--- src/hw/rtl/fpa_pkg.sv ---
// Shared types and constants for the fixed-point ALU.
`timescale 1ns / 1ps
package fpa_pkg;

  localparam int FRAC_BITS = 8;
  localparam int DATA_W    = 32;
  // dividend |a| << FRAC_BITS, one quotient bit per cell
  localparam int NUM_W     = DATA_W + FRAC_BITS;
  localparam int N_CELLS   = NUM_W;

  typedef enum logic [2:0] {
    ACT_ADD = 3'd0,
    ACT_SUB = 3'd1,
    ACT_MUL = 3'd2,
    ACT_DIV = 3'd3,
    ACT_MIN = 3'd4,
    ACT_MAX = 3'd5,
    ACT_INC = 3'd6,
    ACT_DEC = 3'd7
  } action_t;

  typedef struct packed {
    logic [2:0]               action;
    logic signed [DATA_W-1:0] operand_a;
    logic signed [DATA_W-1:0] operand_b;
  } req_t;

  typedef struct packed {
    logic signed [DATA_W-1:0] result_value;
    logic                     a_greater;
    logic                     a_less;
    logic                     operands_equal;
    logic                     divide_by_zero;
    logic                     overflowed;
  } rsp_t;

  // item state carried down the cell row
  typedef struct packed {
    logic [2:0]               action;
    logic [DATA_W-1:0]        a;
    logic [DATA_W-1:0]        b;
    logic                     neg;
    logic [2*DATA_W-1:0]      prod;
    logic [DATA_W-1:0]        den;
    logic [DATA_W-1:0]        rem;
    logic [NUM_W-1:0]         num;
  } cell_data_t;

endpackage

--- src/hw/rtl/fpa_front.sv ---
// Entry stage: operand magnitudes, product and divider set-up.
`timescale 1ns / 1ps
module fpa_front (
  input  logic                clk,
  input  logic                rst,
  input  logic                en,
  input  logic                req_valid,
  input  fpa_pkg::req_t       req,
  output logic                valid,
  output fpa_pkg::cell_data_t data
);

  logic [fpa_pkg::DATA_W-1:0] mag_a;
  logic [fpa_pkg::DATA_W-1:0] mag_b;
  fpa_pkg::cell_data_t        data_next;

  always_comb begin
    mag_a = req.operand_a[fpa_pkg::DATA_W-1] ? fpa_pkg::DATA_W'(-req.operand_a)
                                              : req.operand_a;
    mag_b = req.operand_b[fpa_pkg::DATA_W-1] ? fpa_pkg::DATA_W'(-req.operand_b)
                                              : req.operand_b;
    data_next.action = req.action;
    data_next.a      = req.operand_a;
    data_next.b      = req.operand_b;
    data_next.neg    = req.operand_a[fpa_pkg::DATA_W-1] ^ req.operand_b[fpa_pkg::DATA_W-1];
    data_next.prod   = {{fpa_pkg::DATA_W{1'b0}}, mag_a} * {{fpa_pkg::DATA_W{1'b0}}, mag_b};
    data_next.den    = mag_b;
    data_next.rem    = '0;
    data_next.num    = {mag_a, {fpa_pkg::FRAC_BITS{1'b0}}};
  end

  always_ff @(posedge clk) begin
    if (rst) begin
      valid <= 1'b0;
    end else if (en) begin
      valid <= req_valid;
    end
  end

  always_ff @(posedge clk) begin
    if (en) begin
      data <= data_next;
    end
  end

endmodule

--- config.mk ---
export PLATFORM = sky130hd
export DESIGN_NAME = fpa_front
export DESIGN_NICKNAME = d
export VERILOG_FILES = /design/src/hw/rtl/fpa_pkg.sv /design/src/hw/rtl/fpa_front.sv
export SDC_FILE = /design/constraint.sdc
export NUM_CORES = 2
export LEC_CHECK = 0
export ABC_CLOCK_PERIOD_IN_PS = 13200
export BUFFER_PORTS_ARGS = -buffer_cell sky130_fd_sc_hd__buf_2
export CAP_MARGIN = 20
export CORE_MARGIN = 3
export CORE_UTILIZATION = 45
export DETAILED_ROUTE_END_ITERATION = 16
export GPL_TIMING_DRIVEN = 0
export PLACE_DENSITY_LB_ADDON = 0.25
export SYNTH_ARGS = -nofsm -noshare
export SYNTH_HDL_FRONTEND = slang
export SYNTH_SLANG_ARGS = --single-unit
--- constraint.sdc ---
create_clock -name clk -period 13.2 [get_ports clk]
set_input_delay 2.64 -clock clk [delete_from_list [all_inputs] [get_ports clk]]
set_output_delay 2.64 -clock clk [all_outputs]
set_load 0.05 [all_outputs]
# Yosys cells after proc, flatten, opt, wreduce, memory -nomap -nowiden
# Cells that the tools add are included.
# op_classes
mux,2
add_sub_neg,2
mul,1
bitwise,1
# op_table
operator,n
multiplier 32 x 32 -> 64 bit,1
2-to-1 mux 32 bit,2
negation 32 bit,2
XOR 1 bit,1
# totals
register_bits,197
inputBits,71

# Longest topological paths before layout
# logic_depth
word_depth,3
mapped_depth,37

# Least setup slack after synthesis
# OpenSTA, ideal clock, no wires.
# synth_path
kind,input -> register
startpoint,input req[39] in the netlist's numbering
endpoint,register data[153] in the netlist's numbering (data pin)
setup_ns,0.260
t_required_ns,12.940
path_slack_ns,1.473
cell_stages,29
arrival_ns,11.467
path_cell_list,or4_4 or3_4 nand2b_4 nand2b_1 or4_4 o31ai_1 xor2_1 buf_2 nor2_1 fa_1 inv_1 fa_1 fa_1 fa_1 inv_1 fa_1 fa_1 fa_1 fa_1 ha_1 and4_1 nand2_1 o41ai_2 a31oi_1 o41ai_1 a21o_1 nand3_1 and2_1 xnor2_1
# synth_rtl
item,line,source
from (decl),fpa_front.sv:8,"input fpa_pkg::req_t req,"
to (signal assigned),fpa_front.sv:42,data <= data_next;
to (decl),fpa_front.sv:10,output fpa_pkg::cell_data_t data

==> flow_summary.yaml <==
critical_path:
  cpMostUsedCell: "sky130_fd_sc_hd__fa_1"
  maximum_net_fanout_on_the_critical_path: 10
  criticalPathCategory: "in -> reg"
  worst_setup_path_end_kind: "flop"
  worstPathRequired_ns: 13.46
  critPathSlowestCell: "sky130_fd_sc_hd__fa_1"
  startpoint_type: "input pin"
  critical_path.n_buffers_inverters: 8
  delay_contributed_by_the_slowest_stage_of_the_critical_path_ns: 0.62
  crit_family: "adder cells"
  critical_path_arrival_ns: 13.12
clocking:
  tritoncts_clock_tree: "done"
  cts.htree.levels: 4
  clock_root_buffer: "sky130_fd_sc_hd__clkbuf_16"
  ctsLongestPathBuffers: 2
  worst_skew_pair.late_latency_ns: 0.51
  clk_pin_slew_ns: 0.08
  tritoncts.num_buffers: 17
  cts_num_sinks: 195
run:
  cap_viol_max_count: 0
floorplan:
  floorplan.initialDensity: 0.457
  num_io_pins: 308
  die_h_um: 301
  area_of_the_core_um2: 85800
  row_count: 107
  die_w_um: 301
  die_area_um2: 90700
placement:
  place.port_buffers: 267
  place_hpwl_mm: 119
  placed_cell_area_um2: 42400
  globalplace.congestion: 1.03
run_status:
  outcome: "finished, final reports clean"
synth:
  synth.avg_cell_area_um2: 9.57
  ys_types: 67
  yosys.area.top_type: "sky130_fd_sc_hd__fa_1"
  syn_inst: 4094
  synth_edf_count: 194
  postSynth.asyncResetShare: 0
  dominantRegCellSynth: "sky130_fd_sc_hd__edfxtp_1"
  synth.top_cell.area_share: 0.458
  yosys_warns: 0
  synth.top_cells.by_area: "sky130_fd_sc_hd__fa_1 46%, sky130_fd_sc_hd__edfxtp_1 15%, sky130_fd_sc_hd__inv_1 8.7%"
  cell_area_after_synthesis_um2: 39200
  ys_seq_area_frac: 0.149
  ys_seq_elements: 195
timing:
  report.final.slew_viol_count: 0
  fin_skew_ns: 0
  worst_slew_pin_slew_ns: 1.21
  timing.final.hold_violations: 0
  min_period_ns: 12.86
  slew_headroom: 0.194
  fmax_mhz: 77.8
  setup_viol: 0
  final_worst_path_cycle_share: 0.974
route:
  via_cell_ratio: 5.35
  first_iter_violations: 2726
  detail_route.wirelength_mm: 141
  route.detailed.wl_per_inst_um: 25.2
  postRouteAntennaNets: 0
  drc_errors: 0
  detailedRoute.firstPassIterationCount: 5
  dr_total_vias: 30000
cells_and_area:
  post_route_cells_drive_above_1_share: 0.105
  final_cell_area_um2: 43400
  finish.net_count: 5676
  utilization: 0.505
  area_delta_synth_final_pct: 10.6
global_route:
  grt_antenna_before_repair: 3
  grt_pass1_wl_mm: 209
  grt_pass1_vias: 31400
  grt_util_all_layers: 0.323
  grt_overflow_total: 0
  maximum_number_of_pins_on_one_net_before_global_route_repair: 101
hold_path:
  hold_path.class: "reg -> reg"
## synthesized netlist by cell type, types with 13 or more instances
cell type                  number
sky130_fd_sc_hd__xnor2_1       55
sky130_fd_sc_hd__buf_4         43
sky130_fd_sc_hd__ha_1         265
sky130_fd_sc_hd__o21ai_0       45
sky130_fd_sc_hd__inv_1        908
sky130_fd_sc_hd__nand4_1       14
sky130_fd_sc_hd__nand3_1       14
sky130_fd_sc_hd__a21o_1        38
sky130_fd_sc_hd__inv_2         13
sky130_fd_sc_hd__clkbuf_1     161
sky130_fd_sc_hd__and2_1        21
sky130_fd_sc_hd__a21oi_1       64
sky130_fd_sc_hd__edfxtp_1     194
sky130_fd_sc_hd__nor2_1       595
sky130_fd_sc_hd__nand2_1      512
sky130_fd_sc_hd__xor2_1        66
sky130_fd_sc_hd__clkinv_1      16
sky130_fd_sc_hd__fa_1         896
## cell usage in the layout, fill, tap and decap left out, types with 10 or more instances in the layout
| master | n |
|---|---|
| sky130_fd_sc_hd__xnor2_1 | 50 |
| sky130_fd_sc_hd__clkbuf_2 | 23 |
| sky130_fd_sc_hd__a21oi_1 | 63 |
| sky130_fd_sc_hd__buf_2 | 274 |
| sky130_fd_sc_hd__o21ai_0 | 43 |
| sky130_fd_sc_hd__fa_1 | 896 |
| sky130_fd_sc_hd__inv_1 | 907 |
| sky130_fd_sc_hd__buf_6 | 11 |
| sky130_fd_sc_hd__clkbuf_16 | 17 |
| sky130_fd_sc_hd__o21bai_1 | 10 |
| sky130_fd_sc_hd__ha_1 | 265 |
| sky130_fd_sc_hd__o31ai_1 | 11 |
| sky130_fd_sc_hd__clkbuf_1 | 133 |
| sky130_fd_sc_hd__nand2_1 | 512 |
| sky130_fd_sc_hd__conb_1 | 40 |
| sky130_fd_sc_hd__xor2_1 | 53 |
| sky130_fd_sc_hd__edfxtp_1 | 194 |
| sky130_fd_sc_hd__a21o_1 | 38 |
| sky130_fd_sc_hd__nor2_1 | 595 |
| sky130_fd_sc_hd__clkinv_1 | 12 |
| sky130_fd_sc_hd__buf_4 | 60 |
| sky130_fd_sc_hd__nand4_1 | 14 |
| sky130_fd_sc_hd__nand3_1 | 14 |
| sky130_fd_sc_hd__inv_2 | 12 |
| sky130_fd_sc_hd__and2_1 | 21 |
## layer usage
layer / up-vias / wire length (um) / GRT usage
li1: 12700 / - / -
met1: 15200 / 51800 / 0.397
met2: 1620 / 64100 / 0.506
met3: 400 / 13800 / 0.0796
met4: 0 / 11500 / 0.216
met5: - / 0 / 0
## sequential cells by signal (all words and copies together), names as in the netlist
signal,count
data,194
valid,1
## metrics by stage
stage | TNS, ns | hold slack (ns) | instances | worst slack, ns
finish | 0 | 0.498 | 5604 | 0.345
global route | -0.0107 | 0.544 | 5601 | -0.0107
CTS | 0 | 0.504 | 5601 | 0.00975
detailed placement | -39.74 | 0.481 | 5567 | -2.02
global placement | -52.53 | 0.471 | 5544 | -2.27
floorplan | 0 | 0.733 | 4133 | 1.47
## area by class of cell
| cell class | instances | area, um^2 |
|---|---|---|
| Multi-Input combinational cell | 2776 | 29200 |
| Antenna cell | 3 | 7.51 |
| Inverter | 937 | 3540 |
| Buffer | 218 | 1060 |
| Sequential cell | 195 | 5850 |
| Fill cell | 8105 | 42500 |
| Timing Repair Buffer | 299 | 1700 |
| Clock inverter | 14 | 165 |
| Clock buffer | 18 | 429 |
| Tap cell | 1144 | 1430 |
## repair_timing
action,4_1_cts,5_1_grt
resized for setup,25,67
hold buffers,0,0
pin swaps,3,3
setup buffers,4,5
setup endpoints to repair,28,20
gates cloned,0,0
## logic make-up (layout without fill, tap and decap cells)
| group | Yosys count | count (layout) | synth area share |
|---|---|---|---|
| mux | 1 | 1 | 0.000255 |
| buf+inv | 1162 | 1486 | 0.116 |
| other cells | 1 | 43 | 0.0000957 |
| simple gates | 1216 | 1216 | 0.124 |
| fa+ha+maj | 1161 | 1161 | 0.542 |
| flops | 195 | 195 | 0.149 |
| compound gates | 235 | 235 | 0.0399 |
| xor+xnor | 123 | 123 | 0.0282 |
## path summary, 6_finish.rpt
check                             start        end  slack, ns  cells after the start
worst max-delay path            req[39]  data[164]       0.34                     34
worst min-delay path              valid      valid       0.50                      2
worst max register to register    valid      valid      12.62                      2
worst min register to register    valid      valid       0.50                      2
## tightest hold or removal path, cell delays in order (launching register included)
cell and delay (ns):
sky130_fd_sc_hd__dfxtp_1 0.33, sky130_fd_sc_hd__mux2i_1 0.06, sky130_fd_sc_hd__nor2_1 0.07
Power is left out: the tool's default activity adds up to more than one toggle a clock period on the data nets, which glitch-free logic cannot reach.
