`config.mk`:
```
export PLATFORM = sky130hd
export DESIGN_NAME = fpa_cell
export DESIGN_NICKNAME = d
export VERILOG_FILES = /design/src/hw/rtl/fpa_pkg.sv /design/src/hw/rtl/fpa_cell.sv
export SDC_FILE = /design/constraint.sdc
export NUM_CORES = 1
export LEC_CHECK = 0
export ABC_CLOCK_PERIOD_IN_PS = 4500
export BUFFER_PORTS_ARGS = -buffer_cell sky130_fd_sc_hd__buf_4
export CAP_MARGIN = 10
export CORE_ASPECT_RATIO = 0.7
export CORE_MARGIN = 3
export CORE_UTILIZATION = 25
export DETAILED_ROUTE_END_ITERATION = 10
export PLACE_DENSITY = 0.47
export SYNTH_ARGS = -nofsm -noshare
export SYNTH_HDL_FRONTEND = slang
export SYNTH_SLANG_ARGS = --single-unit
```
`constraint.sdc`:
```
create_clock -name clk -period 4.5 [get_ports clk]
set_input_delay 0.225 -clock clk [delete_from_list [all_inputs] [get_ports clk]]
set_output_delay 0.225 -clock clk [all_outputs]
set_load 0.01 [all_outputs]
```
`src/hw/rtl/fpa_pkg.sv`:
```
// Shared types and constants for the fixed-point ALU.
`timescale 1ns / 1ps
package fpa_pkg;

  localparam int FRAC_BITS = 8;
  localparam int DATA_W    = 32;
  // dividend |a| << FRAC_BITS, one quotient bit per cell
  localparam int NUM_W     = DATA_W + FRAC_BITS;
  localparam int N_CELLS   = NUM_W;

  typedef enum logic [2:0] {
    ACT_ADD = 3'd0,
    ACT_SUB = 3'd1,
    ACT_MUL = 3'd2,
    ACT_DIV = 3'd3,
    ACT_MIN = 3'd4,
    ACT_MAX = 3'd5,
    ACT_INC = 3'd6,
    ACT_DEC = 3'd7
  } action_t;

  typedef struct packed {
    logic [2:0]               action;
    logic signed [DATA_W-1:0] operand_a;
    logic signed [DATA_W-1:0] operand_b;
  } req_t;

  typedef struct packed {
    logic signed [DATA_W-1:0] result_value;
    logic                     a_greater;
    logic                     a_less;
    logic                     operands_equal;
    logic                     divide_by_zero;
    logic                     overflowed;
  } rsp_t;

  // item state carried down the cell row
  typedef struct packed {
    logic [2:0]               action;
    logic [DATA_W-1:0]        a;
    logic [DATA_W-1:0]        b;
    logic                     neg;
    logic [2*DATA_W-1:0]      prod;
    logic [DATA_W-1:0]        den;
    logic [DATA_W-1:0]        rem;
    logic [NUM_W-1:0]         num;
  } cell_data_t;

endpackage

```
`src/hw/rtl/fpa_cell.sv`:
```
// One restoring-division cell: one quotient bit per item per cycle while en is high.
`timescale 1ns / 1ps
module fpa_cell (
  input  logic                clk,
  input  logic                rst,
  input  logic                en,
  input  logic                prev_valid,
  input  fpa_pkg::cell_data_t prev_data,
  output logic                valid,
  output fpa_pkg::cell_data_t data
);

  logic [fpa_pkg::DATA_W:0] trial;
  logic [fpa_pkg::DATA_W:0] diff;
  logic                     fits;
  fpa_pkg::cell_data_t      data_next;

  always_comb begin
    trial = {prev_data.rem, prev_data.num[fpa_pkg::NUM_W-1]};
    diff  = trial - {1'b0, prev_data.den};
    fits  = trial >= {1'b0, prev_data.den};
    data_next     = prev_data;
    data_next.rem = fits ? diff[fpa_pkg::DATA_W-1:0] : trial[fpa_pkg::DATA_W-1:0];
    data_next.num = {prev_data.num[fpa_pkg::NUM_W-2:0], fits};
  end

  always_ff @(posedge clk) begin
    if (rst) begin
      valid <= 1'b0;
    end else if (en) begin
      valid <= prev_valid;
    end
  end

  always_ff @(posedge clk) begin
    if (en) begin
      data <= data_next;
    end
  end

endmodule

```
; ---- Word level (Yosys, flattened, before mapping)
; Index checks and enable logic that the tools add are counted.
[totals]
regBits = 237
inputBits = 240
elab_cells = 12
[classes]
n_addsub = 1
magnitude_cmp = 1
mux = 1
[op_table]
columns = operator, n
row1 = greater-or-equal comparator 33 x 32 -> 1 bit, 1
row2 = 2-to-1 mux 32 bit, 1
row3 = subtractor 32 bit, 1

; ---- Depth between registers and ports, before layout
; Gate-level depths: netlist (run 1).
[depth]
word_depth = 2
depth_mapped = 13
depth_no_buf = 12

; ---- Worst setup path before layout (run 1)
; OpenSTA, ideal clock, no wires.
[synth_path]
kind = input to register
startpoint = input prev_data[79] (netlist name)
endpoint = register data[53] (netlist name), data pin
t_arrival_ps = 2734
t_required_ps = 4238
setup_slack_ps = 1504
cell_stages = 12
n_path_buf = 2
path_cell_list = inv_1 > ha_1 > buf_2 > nand4_1 > or4_1 > a21oi_1 > nor3_1 > a211oi_2 > o21ai_2 > o31ai_4 > buf_4 > mux2_1
[synth_rtl]
columns = element, line_no
row1 = "start, declared", fpa_cell.sv:8  ; input fpa_pkg::cell_data_t prev_data,
row2 = "end signal, assigned", fpa_cell.sv:37  ; data <= data_next;
row3 = "end, declared", fpa_cell.sv:10  ; output fpa_pkg::cell_data_t data

==> flow_metrics.tcl, run 1 <==
set metrics [dict create \
    worst-endpoint-required_ns 4.80 \
    async_reset_ff_share_pct 0 \
    rsz0062_at_grt "false" \
    cpMaxStageDelayCell "dlygate4sd3_1" \
    dpl-instance-area_um2 13500 \
    cts_setup_buffers 0 \
    startpoint "prev_data[72]" \
    die_h_um 168 \
    drive_gt1_share_pct 39.7 \
    layout_min_cycle_time_ns 3.53 \
    period_share_pct 78.3 \
    hold_ws_ns 0.0332 \
    cts_resized 0 \
    yosysTopAreaCellShare_pct 76.0 \
    initial_core_util_pct 25.7 \
    crit_buf_inv 2 \
    dr.pass1.iters 5 \
    grt_pass1_vias 8020 \
    viasPerCell 4.24 \
    vias 7646 \
    crit_path_frequent_cell "a21oi_1" \
    fin_skew_ns 0 \
    die_w_um 237 \
    peakVddDrop_v 0.000174 \
    num_rows 58 \
    yosysSeqAreaShare_pct 76.2 \
    run_status "complete, no violations" \
    drt_iter0_markers 462 \
    synth_nets 855 \
    cts-root-buf "clkbuf_16" \
    syn-cell-area_um2 9330 \
    grt_max_degree 115 \
    cap_violations 0 \
    synthDistinctLibCells 48 \
    place.detailed.hpwl_mm 26.8 \
    power_density_nw_per_um2 359 \
    ys_top_cells_by_area "edfxtp_1, ha_1, a21oi_1" \
    cts_hold_buf 227 \
    design_area_um2 16500 \
    crit_path_start_kind "input port" \
    drv_slew 0 \
    cts_tree "built" \
    portBuffers 476 \
    overflow 0 \
    synth_top_area_cell "edfxtp_1" \
    ios 477 \
    setup_tns_ns 0 \
    cp_top_family "compound AO/OA/AOI/OAI gates" \
    hold_viol 0 \
    most-common-layout-cells "buf_4, edfxtp_1, dlygate4sd3_1" \
    clock_sinks 237 \
    syn_area_per_cell_um2 16.0 \
    cp_data_arrival_time_ns 3.82 \
    synthCells 582 \
    routed_wl_mm 35.5 \
    rr_startpoint "valid" \
    max_slew_margin_pct 35.6 \
    drc_errors 0 \
    cpPeakStageDelay_ns 0.55 \
    grt_pass1_wl_mm 51.9 \
    cts_buffers 26 \
    clock_path_buffers 3 \
    antenna_found_initial 4 \
    place.gp.congestion 0.835 \
    setup_viol 0 \
    path_cells "dlygate4sd3_1 > buf_4 > ha_1 > fa_1 > nand2b_1 > a21oi_1 > o21ai_0 > o311a_1 > a31oi_1 > a21oi_1 > o41ai_1 > xor2_1 > mux2_1" \
    grt_usage_pct 17.2 \
    layout.nets 1574 \
    path_max_fanout 4 \
    p_leak_nw 7.02 \
    yosys_most_used_dff "edfxtp_1" \
    synth_seq_cells 237 \
    hp-class "input port to register" \
    dieArea_um2 39700 \
    syn_to_final_growth_pct 77.4 \
    final_common_cell "buf_4" \
    wl_per_cell_um 19.7 \
    yosys_warnings 0 \
    synth_edf_count 236 \
    cts_max_level 1 \
    crit_type "input port to register" \
    cp-end-kind "register" \
    coreArea_um2 36400 \
    worst_slew_pin_slew_ns 0.966 \
    clk_pin_slew_ns 0.07 \
    min_from "prev_data[66]" \
    clock_latency_ns 0.54 \
    fmax_ghz 0.284 \
    ant_nets 0 \
]
-- synthesized netlist by cell type, drive strengths merged, types with 7 or more instances --
cell / n
a21o: 12
a21oi: 54
buf: 11
edfxtp: 236
ha: 32
inv: 38
mux2: 10
nand2: 27
nand3: 8
nand4: 7
nor2: 37
o21ai: 17
xnor2: 16
xor2: 11
-- final cells by class --
cell class	instances	area (um^2)
timing repair buffer	708	5900
clock inverter	17	119
clock buffer	31	669
antenna	4	10.0
tap	480	601
inverter	38	143
multi-input combinational	290	1990
sequential	237	7110
fill	3388	19800
-- through the flow --
| step | utilization (%) | total power, mW | setup slack, ns | std cells |
|---|---|---|---|---|
| 3_3_place_gp | 37.1 | 3.80 | 1.08 | 1526 |
| 2_1_floorplan | - | 3.15 | 1.50 | 582 |
| 3_5_place_dp | 37.1 | 3.80 | 0.991 | 1526 |
| 4_1_cts | 45.5 | 6.03 | 1.01 | 1801 |
| 5_1_grt | 45.5 | 6.23 | 0.720 | 1805 |
| 6_report | 45.5 | 5.93 | 0.975 | 1805 |
-- final timing paths --
path / end / slack, ns / depth (start not counted)
setup reg to reg: valid / 3.34 / 3
hold reg to reg: valid / 1.06 / 3
setup / recovery: data[70] / 0.97 / 13
hold / removal: data[67] / 0.03 / 3
-- power by group --
part	internal (mW)	total (mW)	switching, mW
Sequential	2.66	2.73	0.0609
Clock	1.12	2.02	0.901
Combinational	0.632	1.19	0.555
-- cell families after synthesis --
group / synth area share (%)
mux: 1.53
simple gates: 4.90
flops: 76.2
xor+xnor: 2.54
fa+ha+maj: 4.51
buf+inv: 2.45
compound gates: 7.89
-- flip-flops by register name, summed over array words and instances, names as in the netlist --
signal	cells
data	236
valid	1
-- worst reg2reg max path, stage by stage (launching register included) --
cell and delay [ns]:
dfxtp_1 0.31, mux2i_1 0.14, nor2_1 0.06, dlygate4sd3_1 0.55
-- layer usage --
metal	vias up	share of wire (%)	GRT usage, %
met5	-	0.22	1.33
met4	2	2.9	5.07
met3	59	7.9	5.84
met2	267	50	29.5
met1	3667	39	20.3
li1	3651	-	-
Note: power is estimated with default switching activity, not from simulation.
==> inputs of run 2 (changes only) <==
--- a/config.mk
+++ b/config.mk
@@ -5,14 +5,14 @@
 export SDC_FILE = /design/constraint.sdc
 export NUM_CORES = 1
 export LEC_CHECK = 0
-export ABC_CLOCK_PERIOD_IN_PS = 4500
+export ABC_CLOCK_PERIOD_IN_PS = 2900
 export BUFFER_PORTS_ARGS = -buffer_cell sky130_fd_sc_hd__buf_4
 export CAP_MARGIN = 10
 export CORE_ASPECT_RATIO = 0.7
 export CORE_MARGIN = 3
 export CORE_UTILIZATION = 25
 export DETAILED_ROUTE_END_ITERATION = 10
-export PLACE_DENSITY = 0.47
+export PLACE_DENSITY = 0.49
 export SYNTH_ARGS = -nofsm -noshare
 export SYNTH_HDL_FRONTEND = slang
 export SYNTH_SLANG_ARGS = --single-unit
==> constraint.sdc (replaced) <==
create_clock -name clk -period 2.9 [get_ports clk]
set_input_delay 0.145 -clock clk [delete_from_list [all_inputs] [get_ports clk]]
set_output_delay 0.145 -clock clk [all_outputs]
set_load 0.01 [all_outputs]
==> run 2 against run 1 <==
Effect of this change:
- sequential power rose by 55%
- die area is the same
- worst setup slack got worse by 0.89 ns
- first-iteration DRC count down 29%
- clock skew stayed put
- critical path depth is 2 lower
- critical path type unchanged
==> flow_metrics.tcl, run 2 (synthesis results as in run 1) <==
set metrics [dict create \
    grt_usage_pct 17.2 \
    drv_slew 0 \
    max_slew_margin_pct 61.4 \
    clock_sinks 237 \
    drt_iter0_markers 327 \
    hold_viol 0 \
    cpPeakStageDelay_ns 0.59 \
    cap_violations 0 \
    top_regs "data x236, valid x1" \
    dpl-instance-area_um2 13900 \
    grt_max_degree 69 \
    initial_core_util_pct 25.7 \
    cts_max_level 1 \
    timing.rr.end "valid" \
    final_common_cell "buf_4" \
    largest_reg_flops 236 \
    finalWorstSetupSlack_ns 0.0846 \
    grt_pass1_vias 8082 \
    wl_per_cell_um 19.5 \
    most-common-layout-cells "buf_4, edfxtp_1, dlygate4sd3_1" \
    syn_to_final_growth_pct 87.1 \
    power_density_nw_per_um2 575 \
    cpMaxStageDelayCell "dlygate4sd3_1" \
    drive_gt1_share_pct 43.8 \
    clock_path_buffers 3 \
    pre_cts_slack_ns -0.360 \
    hold_ws_ns 0.0275 \
    peakVddDrop_v 0.000364 \
    hold_end "data[85]" \
    dieArea_um2 39700 \
    coreArea_um2 36400 \
    ant_nets 0 \
    fmax_ghz 0.355 \
    dr.pass1.iters 5 \
    p_leak_nw 7.56 \
    hp-class "input port to register" \
    cts_buffers 25 \
    overflow 0 \
    grt_use_met1_pct 19.9 \
    min_from "prev_data[85]" \
    die_h_um 168 \
    place.detailed.hpwl_mm 27.3 \
    ios 477 \
    period_share_pct 97.1 \
    antenna_found_initial 1 \
    viasPerCell 4.24 \
    busiest_layer "met2" \
    grt_util_met2_pct 30.6 \
    layout_min_cycle_time_ns 2.82 \
    rr_startpoint "valid" \
    num_rows 58 \
    clock_latency_ns 0.54 \
    grt_pass1_wl_mm 51.6 \
    whs_path_depth 2 \
    worst-endpoint-required_ns 3.19 \
    design_area_um2 17500 \
    reg2reg_depth 3 \
    top_register "data" \
    setup_viol 0 \
    vias 7864 \
    setup_tns_ns 0 \
    path_max_fanout 8 \
    layout.nets 1629 \
    cts_tree "built" \
    path_cells "dlygate4sd3_1 > ha_4 > nand4_1 > or4_4 > a21oi_4 > nor3_4 > a211oi_2 > o21ai_2 > o31ai_4 > buf_12 > mux2_4" \
    drc_errors 0 \
    cp-end-kind "register" \
    cts-root-buf "clkbuf_16" \
    fin_skew_ns 0 \
    met3_usage_pct 5.35 \
    routed_wl_mm 36.2 \
    die_w_um 237 \
    power.total_mw 10.0 \
    worst_slew_pin_slew_ns 0.578 \
    crit_path_start_kind "input port" \
    portBuffers 476 \
    fillCellCount 3299 \
    r2r_setup_slack_ns 1.75 \
    clk_pin_slew_ns 0.06 \
    run_status "complete, no violations" \
    place.gp.congestion 0.831 \
    cp_data_arrival_time_ns 3.11 \
    crit_type "input port to register" \
]
run 2: cell count changes in the layout (fill, tap and decap cells not counted), sizes merged, moves of 2 or more:
cell          previous run  this run
buf                    481       522
bufinv                   1         8
clkbuf                  31        28
clkinv                  15         7
diode                    4         1
dlymetal6s4s             0        13
inv                     38        40
run 2: area by class of cell:
cell class	count	area [um^2]	area share, %
timing repair buffer	764	6450	36.9
tap	480	601	3.44
multi-input combinational	290	2190	12.5
sequential	237	7110	40.7
antenna	1	2.50	0.0143
clock buffer	27	643	3.68
clock inverter	19	322	1.84
inverter	38	143	0.817
run 2: worst max-delay path by stage:
stage / end / slack [ns] / start / cells past startpoint
floorplan: data[53] / 0.03 / prev_data[79] / 12
global placement: data[70] / -0.25 / prev_data[39] / 13
detailed placement: data[70] / -0.36 / prev_data[39] / 13
CTS: data[62] / 0.0004 / prev_data[45] / 15
global route: data[43] / -0.008 / prev_data[45] / 11
finish: data[48] / 0.08 / prev_data[45] / 11
run 2: critical path, delay by kind of cell:
kind	cells	cell delay, ns
buffers and inverters	2	0.79
and+or+nand+nor	3	0.65
AOI/OAI and AO/OA	4	0.92
adders and majority gates	1	0.29
muxes	1	0.30
run 2: metal layers:
layer / wire length, um / vias up
met5: 0 / -
met4: 922 / 0
met3: 2660 / 50
met2: 18700 / 248
met1: 13900 / 3805
li1: - / 3761
run 2: power by group:
part | internal (mW) | total, mW | switching (mW)
combinational | 1.11 | 2.02 | 0.903
sequential | 4.13 | 4.22 | 0.0938
clock | 2.34 | 3.79 | 1.45
total | 7.58 | 10.0 | 2.45
run 2: repair_timing:
| action | in CTS | in global routing |
|---|---|---|
| endpoints found under the setup margin | 0 | 29 |
| hold buffers | 235 | 6 |
| endpoints found under the hold margin | 234 | 6 |
| buffers inserted | 0 | 4 |
| gates resized for setup | 0 | 53 |
run 2: through the flow:
step	util, %	instances
3_5_place_dp	38.1	1574
3_3_place_gp	38.1	1574
4_1_cts	47.2	1855
6_report	48.0	1856
2_1_floorplan	-	582
5_1_grt	48.0	1856
